### src/design/salwt_pkg.sv
`timescale 1ns / 1ps
// ----------------------------------------------------------------------------
// salwt_pkg
// Shared types and constants of the adaptive log write throttle.
// ----------------------------------------------------------------------------
package salwt_pkg;

  // configuration port
  localparam int CFG_IDX_W  = 2;
  localparam int CFG_DATA_W = 16;

  typedef enum logic [CFG_IDX_W-1:0] {
    CFG_COOLDOWN_NORMAL = 2'd0,
    CFG_COOLDOWN_STORM  = 2'd1,
    CFG_STORM_THRESHOLD = 2'd2
  } cfg_index_t;

  // field widths fixed by the interface
  localparam int TIME_W     = 32;
  localparam int CODE_W     = 8;
  localparam int COOLDOWN_W = 16;
  localparam int RATE_W     = 14;

  // register reset values
  localparam logic [COOLDOWN_W-1:0] COOLDOWN_NORMAL_RST = 16'd1000;
  localparam logic [COOLDOWN_W-1:0] COOLDOWN_STORM_RST  = 16'd10000;
  localparam logic [RATE_W-1:0]     STORM_THRESHOLD_RST = 14'd5;

  // rate arithmetic
  localparam int RateScale = 1000;
  localparam logic [TIME_W-1:0] RATE_FIELD_MAX = 32'd10000;

  // sequencer states
  typedef enum logic [1:0] {
    ST_IDLE,
    ST_READ,
    ST_DIV,
    ST_DECIDE
  } state_t;

endpackage

### src/design/salwt_ram.sv
`timescale 1ns / 1ps
// ----------------------------------------------------------------------------
// salwt_ram
// Generic single-write, single-read RAM with a registered read port.
// ----------------------------------------------------------------------------
module salwt_ram #(
  parameter int WIDTH = 32,
  parameter int DEPTH = 16,
  parameter int AW    = (DEPTH > 1) ? $clog2(DEPTH) : 1
) (
  input  logic             clk,
  input  logic             we,
  input  logic [AW-1:0]    waddr,
  input  logic [WIDTH-1:0] wdata,
  input  logic             re,
  input  logic [AW-1:0]    raddr,
  output logic [WIDTH-1:0] rdata
);

  logic [WIDTH-1:0] mem [DEPTH];

  // write port
  always_ff @(posedge clk) begin
    if (we) begin
      mem[waddr] <= wdata;
    end
  end

  // registered read, held between reads
  always_ff @(posedge clk) begin
    if (re) begin
      rdata <= mem[raddr];
    end
  end

endmodule

### src/design/salwt_div.sv
`timescale 1ns / 1ps
// ----------------------------------------------------------------------------
// salwt_div
// Restoring divider: constant dividend over a 32-bit divisor, one
// quotient bit per cycle.
// ----------------------------------------------------------------------------
module salwt_div
  import salwt_pkg::*;
#(
  parameter int DIVIDEND = 10000,
  parameter int QW       = $clog2(DIVIDEND + 1)
) (
  input  logic              clk,
  input  logic              rst,
  input  logic              start,
  input  logic [TIME_W-1:0] divisor,
  output logic              done,
  output logic [QW-1:0]     quotient
);

  localparam int CW = $clog2(QW + 1);

  logic [TIME_W-1:0] rem;
  logic [TIME_W-1:0] dvs;
  logic [QW-1:0]     quo;
  logic [CW-1:0]     count;
  logic              busy;
  logic [TIME_W:0]   trial;
  logic              ge;

  // one trial subtraction per cycle
  assign trial = {rem, quo[QW-1]};
  assign ge    = trial >= {1'b0, dvs};

  always_ff @(posedge clk) begin
    if (rst) begin
      busy  <= 1'b0;
      done  <= 1'b0;
      count <= '0;
    end else begin
      done <= 1'b0;
      if (start) begin
        busy  <= 1'b1;
        count <= CW'(QW);
      end else if (busy) begin
        count <= count - 1'b1;
        if (count == CW'(1)) begin
          busy <= 1'b0;
          done <= 1'b1;
        end
      end
    end
  end

  // datapath
  always_ff @(posedge clk) begin
    if (start) begin
      rem <= '0;
      dvs <= divisor;
      quo <= QW'(DIVIDEND);
    end else if (busy) begin
      rem <= ge ? TIME_W'(trial - {1'b0, dvs}) : trial[TIME_W-1:0];
      quo <= {quo[QW-2:0], ge};
    end
  end

  assign quotient = quo;

endmodule

### src/design/storm_adaptive_log_write_throttle.sv
`timescale 1ns / 1ps
// ----------------------------------------------------------------------------
// storm_adaptive_log_write_throttle
// Rate-adaptive cooldown filter in front of a circular fault log.
// ----------------------------------------------------------------------------
// Usage:
//   Each input item is one fault event (now_ms, fault_code) taken on the
//   in_valid/in_ready handshake. Every item produces exactly one result on
//   the out_valid/out_ready handshake: accept/throttle decision, log slot,
//   storm flag, computed rate, log occupancy, oldest slot, lifetime count.
//   Recent timestamps and per-code last write times live in two RAMs, read
//   once per item; each item is written to the window, and a logged in-range
//   code's time is written back. Valid flops make unwritten entries read as zero.
//   Timing: after an item is taken the sequencer goes through READ, then DIV
//   when the window rate is nonzero, where the bit-serial rate divider works
//   out the rate, then DECIDE, where the result is registered, and back to
//   IDLE before the next item is taken. One item is in work.
//   The result sits in an output register; the next item is accepted while
//   it waits, but its result is held back until the receiver takes the
//   previous one.
//   Reset (rst, synchronous) clears the window, per-code times, log counters
//   and restores register defaults. Registers are written (cfg_we/cfg_index/
//   cfg_data) by the user only while no item is in work; not enforced.
// ----------------------------------------------------------------------------
module storm_adaptive_log_write_throttle
  import salwt_pkg::*;
#(
  parameter int WINDOW    = 10,
  parameter int NUM_CODES = 32,
  parameter int LOG_DEPTH = 50,
  parameter int SW        = $clog2(LOG_DEPTH + 1)
) (
  input  logic                  clk,
  input  logic                  rst,
  // configuration
  input  logic                  cfg_we,
  input  logic [CFG_IDX_W-1:0]  cfg_index,
  input  logic [CFG_DATA_W-1:0] cfg_data,
  // input items
  input  logic                  in_valid,
  output logic                  in_ready,
  input  logic [TIME_W-1:0]     now_ms,
  input  logic [CODE_W-1:0]     fault_code,
  // result items
  output logic                  out_valid,
  input  logic                  out_ready,
  output logic                  accepted,
  output logic [SW-1:0]         write_slot,
  output logic                  storm,
  output logic [RATE_W-1:0]     fault_rate,
  output logic [SW-1:0]         entries_held,
  output logic [SW-1:0]         oldest_slot,
  output logic [TIME_W-1:0]     lifetime_total
);

  localparam int WAW      = (WINDOW > 1) ? $clog2(WINDOW) : 1;
  localparam int CAW      = (NUM_CODES > 1) ? $clog2(NUM_CODES) : 1;
  localparam int DIVIDEND = WINDOW * RateScale;
  localparam int QW       = $clog2(DIVIDEND + 1);

  // configuration registers
  logic [COOLDOWN_W-1:0] cooldown_normal;
  logic [COOLDOWN_W-1:0] cooldown_storm;
  logic [RATE_W-1:0]     storm_threshold;

  // sequencer
  state_t state;
  state_t state_next;
  logic   in_fire;
  logic   div_start;
  logic   decide_go;

  // item registers
  logic [TIME_W-1:0] now_q;
  logic [CAW-1:0]    idx_q;
  logic              in_range_q;
  logic              oldest_vld_q;
  logic              lwt_vld_q;
  logic [QW-1:0]     quo_q;

  // window and per-code tables
  logic [WAW-1:0]    win_pos;
  logic [WAW-1:0]    win_pos_next;
  logic              win_vld [WINDOW];
  logic              lwt_vld [NUM_CODES];
  logic [TIME_W-1:0] win_rdata;
  logic [TIME_W-1:0] lwt_rdata;
  logic              in_range;
  logic [CAW-1:0]    code_idx;

  // log state
  logic [SW-1:0]     log_oldest;
  logic [SW-1:0]     log_count;
  logic [SW-1:0]     log_oldest_next;
  logic [SW-1:0]     log_count_next;
  logic [TIME_W-1:0] lifetime_count;

  // datapath
  logic [TIME_W-1:0]     oldest;
  logic [TIME_W-1:0]     span;
  logic                  zero_rate;
  logic                  div_done;
  logic [QW-1:0]         div_quo;
  logic [TIME_W-1:0]     rate32;
  logic                  storm_now;
  logic [COOLDOWN_W-1:0] cooldown;
  logic [TIME_W-1:0]     last_time;
  logic                  throttled;
  logic                  log_full;
  logic [SW:0]           slot_sum;
  logic [SW-1:0]         slot;
  logic [SW-1:0]         oldest_inc;
  logic [RATE_W-1:0]     rate_sat;

  // configuration writes
  always_ff @(posedge clk) begin
    if (rst) begin
      cooldown_normal <= COOLDOWN_NORMAL_RST;
      cooldown_storm  <= COOLDOWN_STORM_RST;
      storm_threshold <= STORM_THRESHOLD_RST;
    end else if (cfg_we) begin
      case (cfg_index_t'(cfg_index))
        CFG_COOLDOWN_NORMAL: cooldown_normal <= cfg_data;
        CFG_COOLDOWN_STORM:  cooldown_storm  <= cfg_data;
        CFG_STORM_THRESHOLD: storm_threshold <= cfg_data[RATE_W-1:0];
        default: ;
      endcase
    end
  end

  // next state
  always_comb begin
    state_next = state;
    case (state)
      ST_IDLE:   if (in_valid) state_next = ST_READ;
      ST_READ:   state_next = zero_rate ? ST_DECIDE : ST_DIV;
      ST_DIV:    if (div_done) state_next = ST_DECIDE;
      ST_DECIDE: if (!out_valid || out_ready) state_next = ST_IDLE;
      default:   state_next = ST_IDLE;
    endcase
  end

  // sequencer outputs
  always_comb begin
    in_ready  = 1'b0;
    div_start = 1'b0;
    decide_go = 1'b0;
    case (state)
      ST_IDLE:   in_ready  = 1'b1;
      ST_READ:   div_start = !zero_rate;
      ST_DECIDE: decide_go = !out_valid || out_ready;
      default: ;
    endcase
  end

  always_ff @(posedge clk) begin
    if (rst) begin
      state <= ST_IDLE;
    end else begin
      state <= state_next;
    end
  end

  assign in_fire = in_valid && in_ready;

  // window push and lookup addresses
  assign win_pos_next = (win_pos == WAW'(WINDOW - 1)) ? '0 : win_pos + 1'b1;
  assign in_range     = {1'b0, fault_code} < (CODE_W + 1)'(NUM_CODES);
  assign code_idx     = in_range ? fault_code[CAW-1:0] : '0;

  salwt_ram #(
    .WIDTH (TIME_W),
    .DEPTH (WINDOW),
    .AW    (WAW)
  ) u_win_ram (
    .clk   (clk),
    .we    (in_fire),
    .waddr (win_pos),
    .wdata (now_ms),
    .re    (in_fire),
    .raddr (win_pos_next),
    .rdata (win_rdata)
  );

  salwt_ram #(
    .WIDTH (TIME_W),
    .DEPTH (NUM_CODES),
    .AW    (CAW)
  ) u_lwt_ram (
    .clk   (clk),
    .we    (decide_go && in_range_q && !throttled),
    .waddr (idx_q),
    .wdata (now_q),
    .re    (in_fire),
    .raddr (code_idx),
    .rdata (lwt_rdata)
  );

  // window state and valid flops
  always_ff @(posedge clk) begin
    if (rst) begin
      win_pos <= '0;
      for (int i = 0; i < WINDOW; i++) begin
        win_vld[i] <= 1'b0;
      end
    end else if (in_fire) begin
      win_pos          <= win_pos_next;
      win_vld[win_pos] <= 1'b1;
    end
  end

  always_ff @(posedge clk) begin
    if (rst) begin
      for (int i = 0; i < NUM_CODES; i++) begin
        lwt_vld[i] <= 1'b0;
      end
    end else if (decide_go && in_range_q && !throttled) begin
      lwt_vld[idx_q] <= 1'b1;
    end
  end

  // item capture
  always_ff @(posedge clk) begin
    if (in_fire) begin
      now_q        <= now_ms;
      idx_q        <= code_idx;
      in_range_q   <= in_range;
      oldest_vld_q <= win_vld[win_pos_next];
      lwt_vld_q    <= lwt_vld[code_idx];
    end
  end

  // span from the oldest window entry
  assign oldest    = oldest_vld_q ? win_rdata : '0;
  assign span      = now_q - oldest;
  assign zero_rate = (oldest == '0) || (span == '0);

  salwt_div #(
    .DIVIDEND (DIVIDEND),
    .QW       (QW)
  ) u_div (
    .clk      (clk),
    .rst      (rst),
    .start    (div_start),
    .divisor  (span),
    .done     (div_done),
    .quotient (div_quo)
  );

  always_ff @(posedge clk) begin
    if (state == ST_READ && zero_rate) begin
      quo_q <= '0;
    end else if (state == ST_DIV && div_done) begin
      quo_q <= div_quo;
    end
  end

  // storm and cooldown decision
  assign rate32    = TIME_W'(quo_q);
  assign storm_now = rate32 > TIME_W'(storm_threshold);
  assign cooldown  = storm_now ? cooldown_storm : cooldown_normal;
  assign last_time = lwt_vld_q ? lwt_rdata : '0;
  assign throttled = in_range_q && ((now_q - last_time) < TIME_W'(cooldown));
  assign rate_sat  = (rate32 > RATE_FIELD_MAX) ? RATE_FIELD_MAX[RATE_W-1:0]
                                               : rate32[RATE_W-1:0];

  // circular log slot selection
  assign log_full   = log_count >= SW'(LOG_DEPTH);
  assign slot_sum   = (SW + 1)'(log_oldest) + (SW + 1)'(log_count);
  assign oldest_inc = (log_oldest == SW'(LOG_DEPTH - 1)) ? '0 : log_oldest + 1'b1;

  always_comb begin
    slot            = '0;
    log_oldest_next = log_oldest;
    log_count_next  = log_count;
    if (!throttled) begin
      if (log_full) begin
        slot            = log_oldest;
        log_oldest_next = oldest_inc;
      end else begin
        slot           = (slot_sum >= (SW + 1)'(LOG_DEPTH))
                         ? SW'(slot_sum - (SW + 1)'(LOG_DEPTH)) : slot_sum[SW-1:0];
        log_count_next = log_count + 1'b1;
      end
    end
  end

  always_ff @(posedge clk) begin
    if (rst) begin
      log_oldest     <= '0;
      log_count      <= '0;
      lifetime_count <= '0;
    end else if (decide_go) begin
      log_oldest <= log_oldest_next;
      log_count  <= log_count_next;
      if (!throttled) begin
        lifetime_count <= lifetime_count + 1'b1;
      end
    end
  end

  // result register
  always_ff @(posedge clk) begin
    if (rst) begin
      out_valid <= 1'b0;
    end else if (decide_go) begin
      out_valid <= 1'b1;
    end else if (out_ready) begin
      out_valid <= 1'b0;
    end
  end

  always_ff @(posedge clk) begin
    if (decide_go) begin
      accepted       <= !throttled;
      write_slot     <= slot;
      storm          <= storm_now;
      fault_rate     <= rate_sat;
      entries_held   <= log_count_next;
      oldest_slot    <= log_oldest_next;
      lifetime_total <= throttled ? lifetime_count : lifetime_count + 1'b1;
    end
  end

  // checks
  a_throttled_slot_zero: assert property (@(posedge clk) disable iff (rst)
    out_valid && !accepted |-> write_slot == '0)
    else $error("throttled item reports a nonzero slot");

  a_log_count_bound: assert property (@(posedge clk) disable iff (rst)
    log_count <= SW'(LOG_DEPTH) && log_oldest < SW'(LOG_DEPTH))
    else $error("log pointers out of range");

  a_one_item_in_work: assert property (@(posedge clk) disable iff (rst)
    in_valid && in_ready |=> !in_ready)
    else $error("second item taken while one is in work");

  a_storm_matches_rate: assert property (@(posedge clk) disable iff (rst)
    out_valid && (RATE_W + 1)'(fault_rate) > (RATE_W + 1)'(storm_threshold) |-> storm)
    else $error("rate above threshold without storm");

endmodule

### config.mk
export PLATFORM = sky130hd
export DESIGN_NAME = storm_adaptive_log_write_throttle
export DESIGN_NICKNAME = d
export VERILOG_FILES = /design/src/design/salwt_pkg.sv /design/src/design/salwt_ram.sv /design/src/design/salwt_div.sv /design/src/design/storm_adaptive_log_write_throttle.sv
export SDC_FILE = /design/constraint.sdc
export NUM_CORES = 2
export LEC_CHECK = 0
export ABC_CLOCK_PERIOD_IN_PS = 9400
export BUFFER_PORTS_ARGS = -buffer_cell sky130_fd_sc_hd__buf_2
export CAP_MARGIN = 20
export CORE_UTILIZATION = 38
export DETAILED_ROUTE_END_ITERATION = 12
export PLACE_DENSITY_LB_ADDON = 0.08
export SLEW_MARGIN = 10
export SYNTH_ARGS = -nofsm -noshare
export SYNTH_HDL_FRONTEND = slang
export SYNTH_SLANG_ARGS = --single-unit
### constraint.sdc
create_clock -name clk -period 9.4 [get_ports clk]
set_clock_uncertainty 0.15 [all_clocks]
set_input_delay 0.94 -clock clk [delete_from_list [all_inputs] [get_ports clk]]
set_output_delay 0.94 -clock clk [all_outputs]
set_load 0.02 [all_outputs]
Word level (Yosys, flattened, before mapping)
Memories as Yosys holds them, arrays and structs flattened. A register that Yosys moved wholly into a read port is not among the register bits. Index checks and enable logic that the tools add are counted.

Word-level logic and storage cells: 131. Memories: 4. Register bits: 299. Bits of input ports: 63. RAM bits: 1386.

Memories: u_lwt_ram.mem (depth 32, width 32, read ports 1, clocked after memory_dff 1, write ports 1, line salwt_ram.sv:20) `logic [WIDTH-1:0] mem [DEPTH];`; u_win_ram.mem (depth 10, width 32, read ports 1, clocked after memory_dff 1, write ports 1, line salwt_ram.sv:20); lwt_vld (depth 32, width 1, read ports 1, clocked after memory_dff 1, write ports 32, line storm_adaptive_log_write_throttle.sv:85) `logic lwt_vld [NUM_CODES];`; win_vld (depth 10, width 1, read ports 1, clocked after memory_dff 1, write ports 10, line storm_adaptive_log_write_throttle.sv:84) `logic win_vld [WINDOW];`.

Equal/unequal tests: 11. Add/subtract/negate cells: 10. Reductions and logical operators: 25. Mux-type cells: 46. Bitwise logic cells: 1. Magnitude comparators: 7.

Operators by type and width (count): $mux W32 (4); $sub A32 B32 Y32 (3); $logic_not A32 Y1 (2); $mux W6 (7); $ge A33 B32 Y1 (1); $add A32 B1 Y32 const B (1); $lt A32 B16 Y1 (1); $mux W1 (24); $mux W16 (1); $mux W4 (4); $gt A14 B14 Y1 (1); $gt A14 B14 Y1 const B (1); $add A6 B1 Y6 const B (2); $mux W5 (2); $lt A8 B6 Y1 const B (1); $pmux W2 S4 (1); $add A6 B6 Y7 (1); $ge A7 B6 Y1 const B (1); $eq A2 B2 Y1 const B (3); $eq A6 B6 Y1 const B (1); $ge A6 B6 Y1 const B (1); $logic_and A1 B1 Y1 (6); $mux W2 (3); $reduce_and A2 Y1 (3); other kinds (17) (25).

Longest topological paths before layout
Word-level depth: 11. Mapped depth: 24. Gate-level depth less buffers: 21.

By module
Synthesis repeated with hierarchy kept, for this count alone.

Cells, all modules: 5490. Area total of the unflattened synthesis: 76562.2 sq um.

Modules (own cells, without submodules): salwt_ram at u_lwt_ram (area an instance 40805.4 sq um, instances 1, seq. area each 31710.4 sq um, cells each 2260); storm_adaptive_log_write_throttle (area an instance 16968.8 sq um, instances 1, seq. area each 6526.3 sq um, cells each 1956); salwt_ram at u_win_ram (area an instance 13610.6 sq um, instances 1, seq. area each 10570.1 sq um, cells each 698); salwt_div (area an instance 5177.5 sq um, instances 1, seq. area each 2001.9 sq um, cells each 576).

Worst setup path before layout
Ideal clock, no wire load.

Kind: flip-flop to flip-flop. Start point: register now_q[0]. End point: memory u_lwt_ram.mem[23][0] (enable). Path buffers: 2. Cell stages (with the launch flop): 22. Slack: 2.389 ns. Required time: 8.789 ns. Data arrival time: 6.400 ns. Period minus slack after synthesis: 7.011 ns. Path through: edfxtp_1 > inv_1 > ha_1 > inv_1 > fa_1 > a211oi_1 > o211ai_1 > and2_1 > a211o_1 > a21o_1 > a21oi_1 > xnor2_1 > ha_1 > nand4_1 > nor2_1 > o211ai_1 > o2111a_1 > nand4_1 > nand2_1 > clkbuf_1 > buf_1 > nor3_1.

Longest elaborated chain between the ends: 7.

Ends and longest elaborated chain: start, declared (line storm_adaptive_log_write_throttle.sv:74) `logic [TIME_W-1:0] now_q;`; start signal, assigned (line storm_adaptive_log_write_throttle.sv:225) `now_q <= now_ms;`; $sub A32 B32 Y32 (line storm_adaptive_log_write_throttle.sv:263) `assign throttled = in_range_q && ((now_q - last_time) < TIME_W'(cooldown));`; $lt A32 B16 Y1 (line storm_adaptive_log_write_throttle.sv:263); $logic_and A1 B1 Y1 (line storm_adaptive_log_write_throttle.sv:263); $logic_not A1 Y1 (line storm_adaptive_log_write_throttle.sv:191) `.we (decide_go && in_range_q && !throttled),`; $logic_and A1 B1 Y1 (line storm_adaptive_log_write_throttle.sv:191); $mux W1 (line salwt_ram.sv:24) `if (we) begin`; $mux W1 (implied by the code) (line salwt_ram.sv:25) `mem[waddr] <= wdata;`; end, declared (line salwt_ram.sv:20).

No other way between the ends.

Final worst setup path
Start point: register now_q[0]. End point: memory u_lwt_ram.mem[6][4] (enable).

Same word-level chain as after synthesis.

==> impl_metrics.csv <==
group,metric,value,unit
outcome,status,"complete, but fails checks",
grt,via_count_of_the_first_global_routing_pass,47185,
worst_setup_path,startpoint_type,"register",
worst_hold_path,min_path_type,"input port to register",
timing,hold_viol,0,
worst_setup_path,crit_slowest_cell,"sky130_fd_sc_hd__nor2_4",
die,die_h,447,um
grt,gr-total-overflow,0,
logic_synthesis,synthSimpleGateAreaFrac,12.1,%
grt,number_of_antenna_violations_at_the_first_check_in_global_routing,24,
timing,report.final.setup_viol,0,
clocking,cts-root-buf,"sky130_fd_sc_hd__clkbuf_16",
clocking,htree_levels,4,
clocking,cts_tree,"built",
grt,maximum_number_of_pins_on_one_net_before_global_route_repair,134,
worst_setup_path,r2r-end,"u_lwt_ram.mem[6][4]",
logic_synthesis,share_of_the_synthesized_netlist_area_taken_by_xor_and_xnor_gates,1.35,%
timing,period_share,70.1,%
drt,drt_first_pass_iters,9,
timing,final.setup.tns,0,ns
logic_synthesis,fraction_of_the_mapped_netlist_area_in_adder_cells,2.45,%
worst_setup_path,worst-path-max-fanout,36,
drt,vias,49284,
logic_synthesis,synth_mux_area_share,3.23,%
outcome,violated_checks,"design-rule violations",
place,post-place-ws,2.77,ns
worst_setup_path,crit_path_cell_trace,"buf_4, inv_1, ha_1, inv_1, fa_1, a211oi_1, o211ai_1, and2_1, a211o_1, a21o_1, a21oi_1, xnor2_1, ha_1, nand4_1, nor2_1, o211ai_1, o2111a_1, nand4_1, nand2_4, buf_4, nor2_4",
logic_synthesis,synth.yosys.seq_area_share,67.5,%
power_and_ir_drop,power.leakage,28.3,nW
drt,route.detailed.drc,4,
clocking,post_cts.resized_instances,0,
timing,achievable-frequency,0.152,GHz
die,core_area,197000,um2
timing,max_slew_margin,20.6,%
place,numPortBuffers,130,
final_layout,nets,6107,
die,core.rowCount,163,
power_and_ir_drop,ir_worst_vdd,0.214,mV
drt,wl_per_cell,26.3,um
final_layout,area.growth.synth_to_final,13.1,%
worst_setup_path,critical_path_arrival,6.89,ns
timing,unrepaired_setup_endpoints_after_global_routing,"no",
logic_synthesis,ys_ff_latch,1757,
logic_synthesis,synth.distinct_cells,83,
worst_setup_path,ff2ff_path_depth,21,
worst_setup_path,startpoint,"now_q[0]",
logic_synthesis,synth_area_in_compound_gates,10.9,%
drt,drtAntennaViolNets,0,
clocking,numCtsBuffers,189,
worst_setup_path,slowest_delay,0.82,ns
timing,final_max_slew_viol_count,0,
grt,global_route_wire_length_before_repair,332000,um
place,post-dp-hpwl,142000,um
worst_setup_path,r2r_startpoint,"now_q[0]",
power_and_ir_drop,finalPower,22.3,mW
die,die-width,447,um
clocking,cts_setup_buffers,0,
die,start_util,38.2,%
timing,worst_slack,2.81,ns
worst_setup_path,setup.reg_to_reg.worst_slack,2.81,ns
die,io-pin-count,131,
logic_synthesis,dominantRegCellSynth,"sky130_fd_sc_hd__edfxtp_1",
place,gp_congestion,0.892,
drt,number_of_drc_markers_in_iteration_0,5035,
drt,routed_via_density,5.67,
logic_synthesis,postSynthAreaPerCell,12.9,um2
timing,least_margin_pin_slew,1.18,ns
logic_synthesis,synth_warn,0,
grt,grt.total_usage,22.6,%
clocking,cts_hold_buf,0,
clocking,clkTransAtPathRegs,0.06,ns
job,maxCapViolations,0,
timing,fin_crit,6.59,ns
drt,route.final.wire_length,229000,um
clocking,clock_path_buffers,3,
worst_setup_path,critical_path_start_end_classification,"register to register",
logic_synthesis,largest_family_of_logic_cells_by_synthesized_area,"simple AND/OR/NAND/NOR gates",
logic_synthesis,async_flop_share,0,%
final_layout,final_core_util,43.2,%
clocking,cts_sink_cnt,1757,
logic_synthesis,postSynthCellCount,5827,
worst_setup_path,cp.required,9.70,ns
clocking,clk_latency,0.86,ns
logic_synthesis,synth_edf_count,1562,
logic_synthesis,post_synthesis_net_count,6035,
power_and_ir_drop,power.density,262,nW/um2
worst_setup_path,critical_path.endpoint_type,"register",
logic_synthesis,netlist_area,75300,um2
final_layout,post_route_cells_drive_above_1_share,11.4,%
die,fp.dieArea,200000,um2
worst_setup_path,crit_end,"u_lwt_ram.mem[6][4]",
==> cell usage in the layout, fill, tap and decap left out, types with 68 or more instances in the layout <==
master and instances:
sky130_fd_sc_hd__nand2_1 873, sky130_fd_sc_hd__nand3_1 437, sky130_fd_sc_hd__o221ai_1 233, sky130_fd_sc_hd__mux4_2 68, sky130_fd_sc_hd__a311oi_1 71, sky130_fd_sc_hd__dfxtp_1 193
sky130_fd_sc_hd__nor2_1 249, sky130_fd_sc_hd__clkbuf_16 192, sky130_fd_sc_hd__a21oi_1 247, sky130_fd_sc_hd__and3_1 71, sky130_fd_sc_hd__buf_4 129, sky130_fd_sc_hd__o31ai_1 78
sky130_fd_sc_hd__edfxtp_1 1562, sky130_fd_sc_hd__inv_1 96, sky130_fd_sc_hd__buf_2 129, sky130_fd_sc_hd__ha_1 141, sky130_fd_sc_hd__mux2i_1 79, sky130_fd_sc_hd__o21ai_0 133
sky130_fd_sc_hd__a211oi_1 79
==> registers in the layout (all words and copies together), names as in the netlist, 14 cells and up <==
| name | flops |
|---|---|
| quo_q | 14 |
| u_div.rem | 32 |
| lifetime_count | 32 |
| cooldown_storm | 16 |
| lifetime_total | 32 |
| win_vld | 16 |
| now_q | 32 |
| u_lwt_ram.mem | 1024 |
| cooldown_normal | 16 |
| u_div.quotient | 14 |
| u_div.dvs | 32 |
| u_win_ram.rdata | 32 |
| fault_rate | 14 |
| lwt_vld | 32 |
| u_win_ram.mem | 320 |
| storm_threshold | 14 |
| u_lwt_ram.rdata | 32 |
==> through the flow <==
stage / cell area [um2] / cells / hold slack [ns]
2_1_floorplan: 75300 / 5827 / 0.278
3_3_place_gp: 79200 / 8335 / 0.290
3_5_place_dp: 79200 / 8336 / 0.292
4_1_cts: 84900 / 8686 / 0.120
5_1_grt: 85100 / 8698 / 0.154
6_report: 85100 / 8699 / 0.193
==> cells by family (layout without fill, tap and decap cells) <==
group,after synthesis,in the layout
AOI/OAI and AO/OA,1161,1161
xor gates and xnor gates,116,116
adders and majority gates,145,145
buffers and inverters,498,729
DFF,1757,1757
muxes,157,157
other,0,1
and+or+nand+nor,1993,1993
==> worst max-delay path: cells and delay by family (launching register included) <==
family          cells  cell delay, ns
buf+inv             4            0.91
flops               1            0.35
compound gates      7            1.63
simple gates        6            2.04
xor+xnor            1            0.10
fa+ha+maj           3            0.91
==> final cells by class <==
class | instances | area (um2)
antenna | 1 | 2.50
clock buffer | 256 | 5100
clock inverter | 94 | 612
fill | 18148 | 112000
inverter | 105 | 424
multi-input combinational | 3572 | 23000
sequential | 1757 | 50800
tap | 2640 | 3300
timing repair buffer | 274 | 1920
==> where the power goes <==
| part | internal, mW | switching [mW] |
|---|---|---|
| Sequential | 9.35 | 0.386 |
| Clock | 3.81 | 3.13 |
| Combinational | 2.03 | 3.64 |
==> worst min-delay path by stage <==
stage | start | end | slack (ns) | cells after the start
global route | rst | lifetime_count[5] | 0.15 | 2
detailed placement | lwt_vld[24] | lwt_vld[24] | 0.29 | 2
CTS | rst | lifetime_count[5] | 0.12 | 2
global placement | lwt_vld[25] | lwt_vld[25] | 0.29 | 2
finish | rst | lifetime_count[5] | 0.19 | 2
floorplan | lwt_vld[20] | lwt_vld[20] | 0.28 | 2
==> cell usage after synthesis (14+ instances only) <==
cell type / n / share of area [%]
sky130_fd_sc_hd__a211oi_1: 79 / 0.79
sky130_fd_sc_hd__a21o_1: 34 / 0.34
sky130_fd_sc_hd__a21oi_1: 247 / 1.6
sky130_fd_sc_hd__a311oi_1: 71 / 0.83
sky130_fd_sc_hd__a31oi_1: 60 / 0.50
sky130_fd_sc_hd__a32o_1: 16 / 0.21
sky130_fd_sc_hd__and2_1: 27 / 0.22
sky130_fd_sc_hd__and3_1: 72 / 0.60
sky130_fd_sc_hd__buf_1: 29 / 0.14
sky130_fd_sc_hd__buf_2: 16 / 0.11
sky130_fd_sc_hd__clkbuf_1: 346 / 1.7
sky130_fd_sc_hd__dfxtp_1: 195 / 5.2
sky130_fd_sc_hd__edfxtp_1: 1562 / 62
sky130_fd_sc_hd__ha_1: 141 / 2.3
sky130_fd_sc_hd__inv_1: 100 / 0.50
sky130_fd_sc_hd__mux2i_1: 79 / 1.1
sky130_fd_sc_hd__mux4_2: 68 / 2.0
sky130_fd_sc_hd__nand2_1: 878 / 4.4
sky130_fd_sc_hd__nand2b_1: 36 / 0.30
sky130_fd_sc_hd__nand3_1: 437 / 2.9
sky130_fd_sc_hd__nand4_1: 29 / 0.24
sky130_fd_sc_hd__nor2_1: 281 / 1.4
sky130_fd_sc_hd__nor2b_1: 58 / 0.48
sky130_fd_sc_hd__nor3_1: 50 / 0.33
sky130_fd_sc_hd__nor4_1: 16 / 0.13
sky130_fd_sc_hd__o211ai_1: 58 / 0.58
sky130_fd_sc_hd__o21a_1: 17 / 0.17
sky130_fd_sc_hd__o21ai_0: 135 / 0.90
sky130_fd_sc_hd__o21bai_1: 18 / 0.18
sky130_fd_sc_hd__o221ai_1: 233 / 2.7
sky130_fd_sc_hd__o22ai_1: 35 / 0.29
sky130_fd_sc_hd__o31ai_1: 78 / 0.78
sky130_fd_sc_hd__or2_2: 14 / 0.12
sky130_fd_sc_hd__or3_1: 15 / 0.12
sky130_fd_sc_hd__or4_1: 28 / 0.28
sky130_fd_sc_hd__xnor2_1: 62 / 0.72
sky130_fd_sc_hd__xor2_1: 54 / 0.63
==> routing by layer <==
layer | routed length (um) | vias to the layer above | GRT usage [%]
met5 | 26 | - | 0
met4 | 5650 | 4 | 6.44
met3 | 14800 | 276 | 3.81
met2 | 102000 | 1556 | 34.1
met1 | 107000 | 24966 | 33.3
li1 | - | 22482 | -
Note: power is estimated with default switching activity, not from simulation.
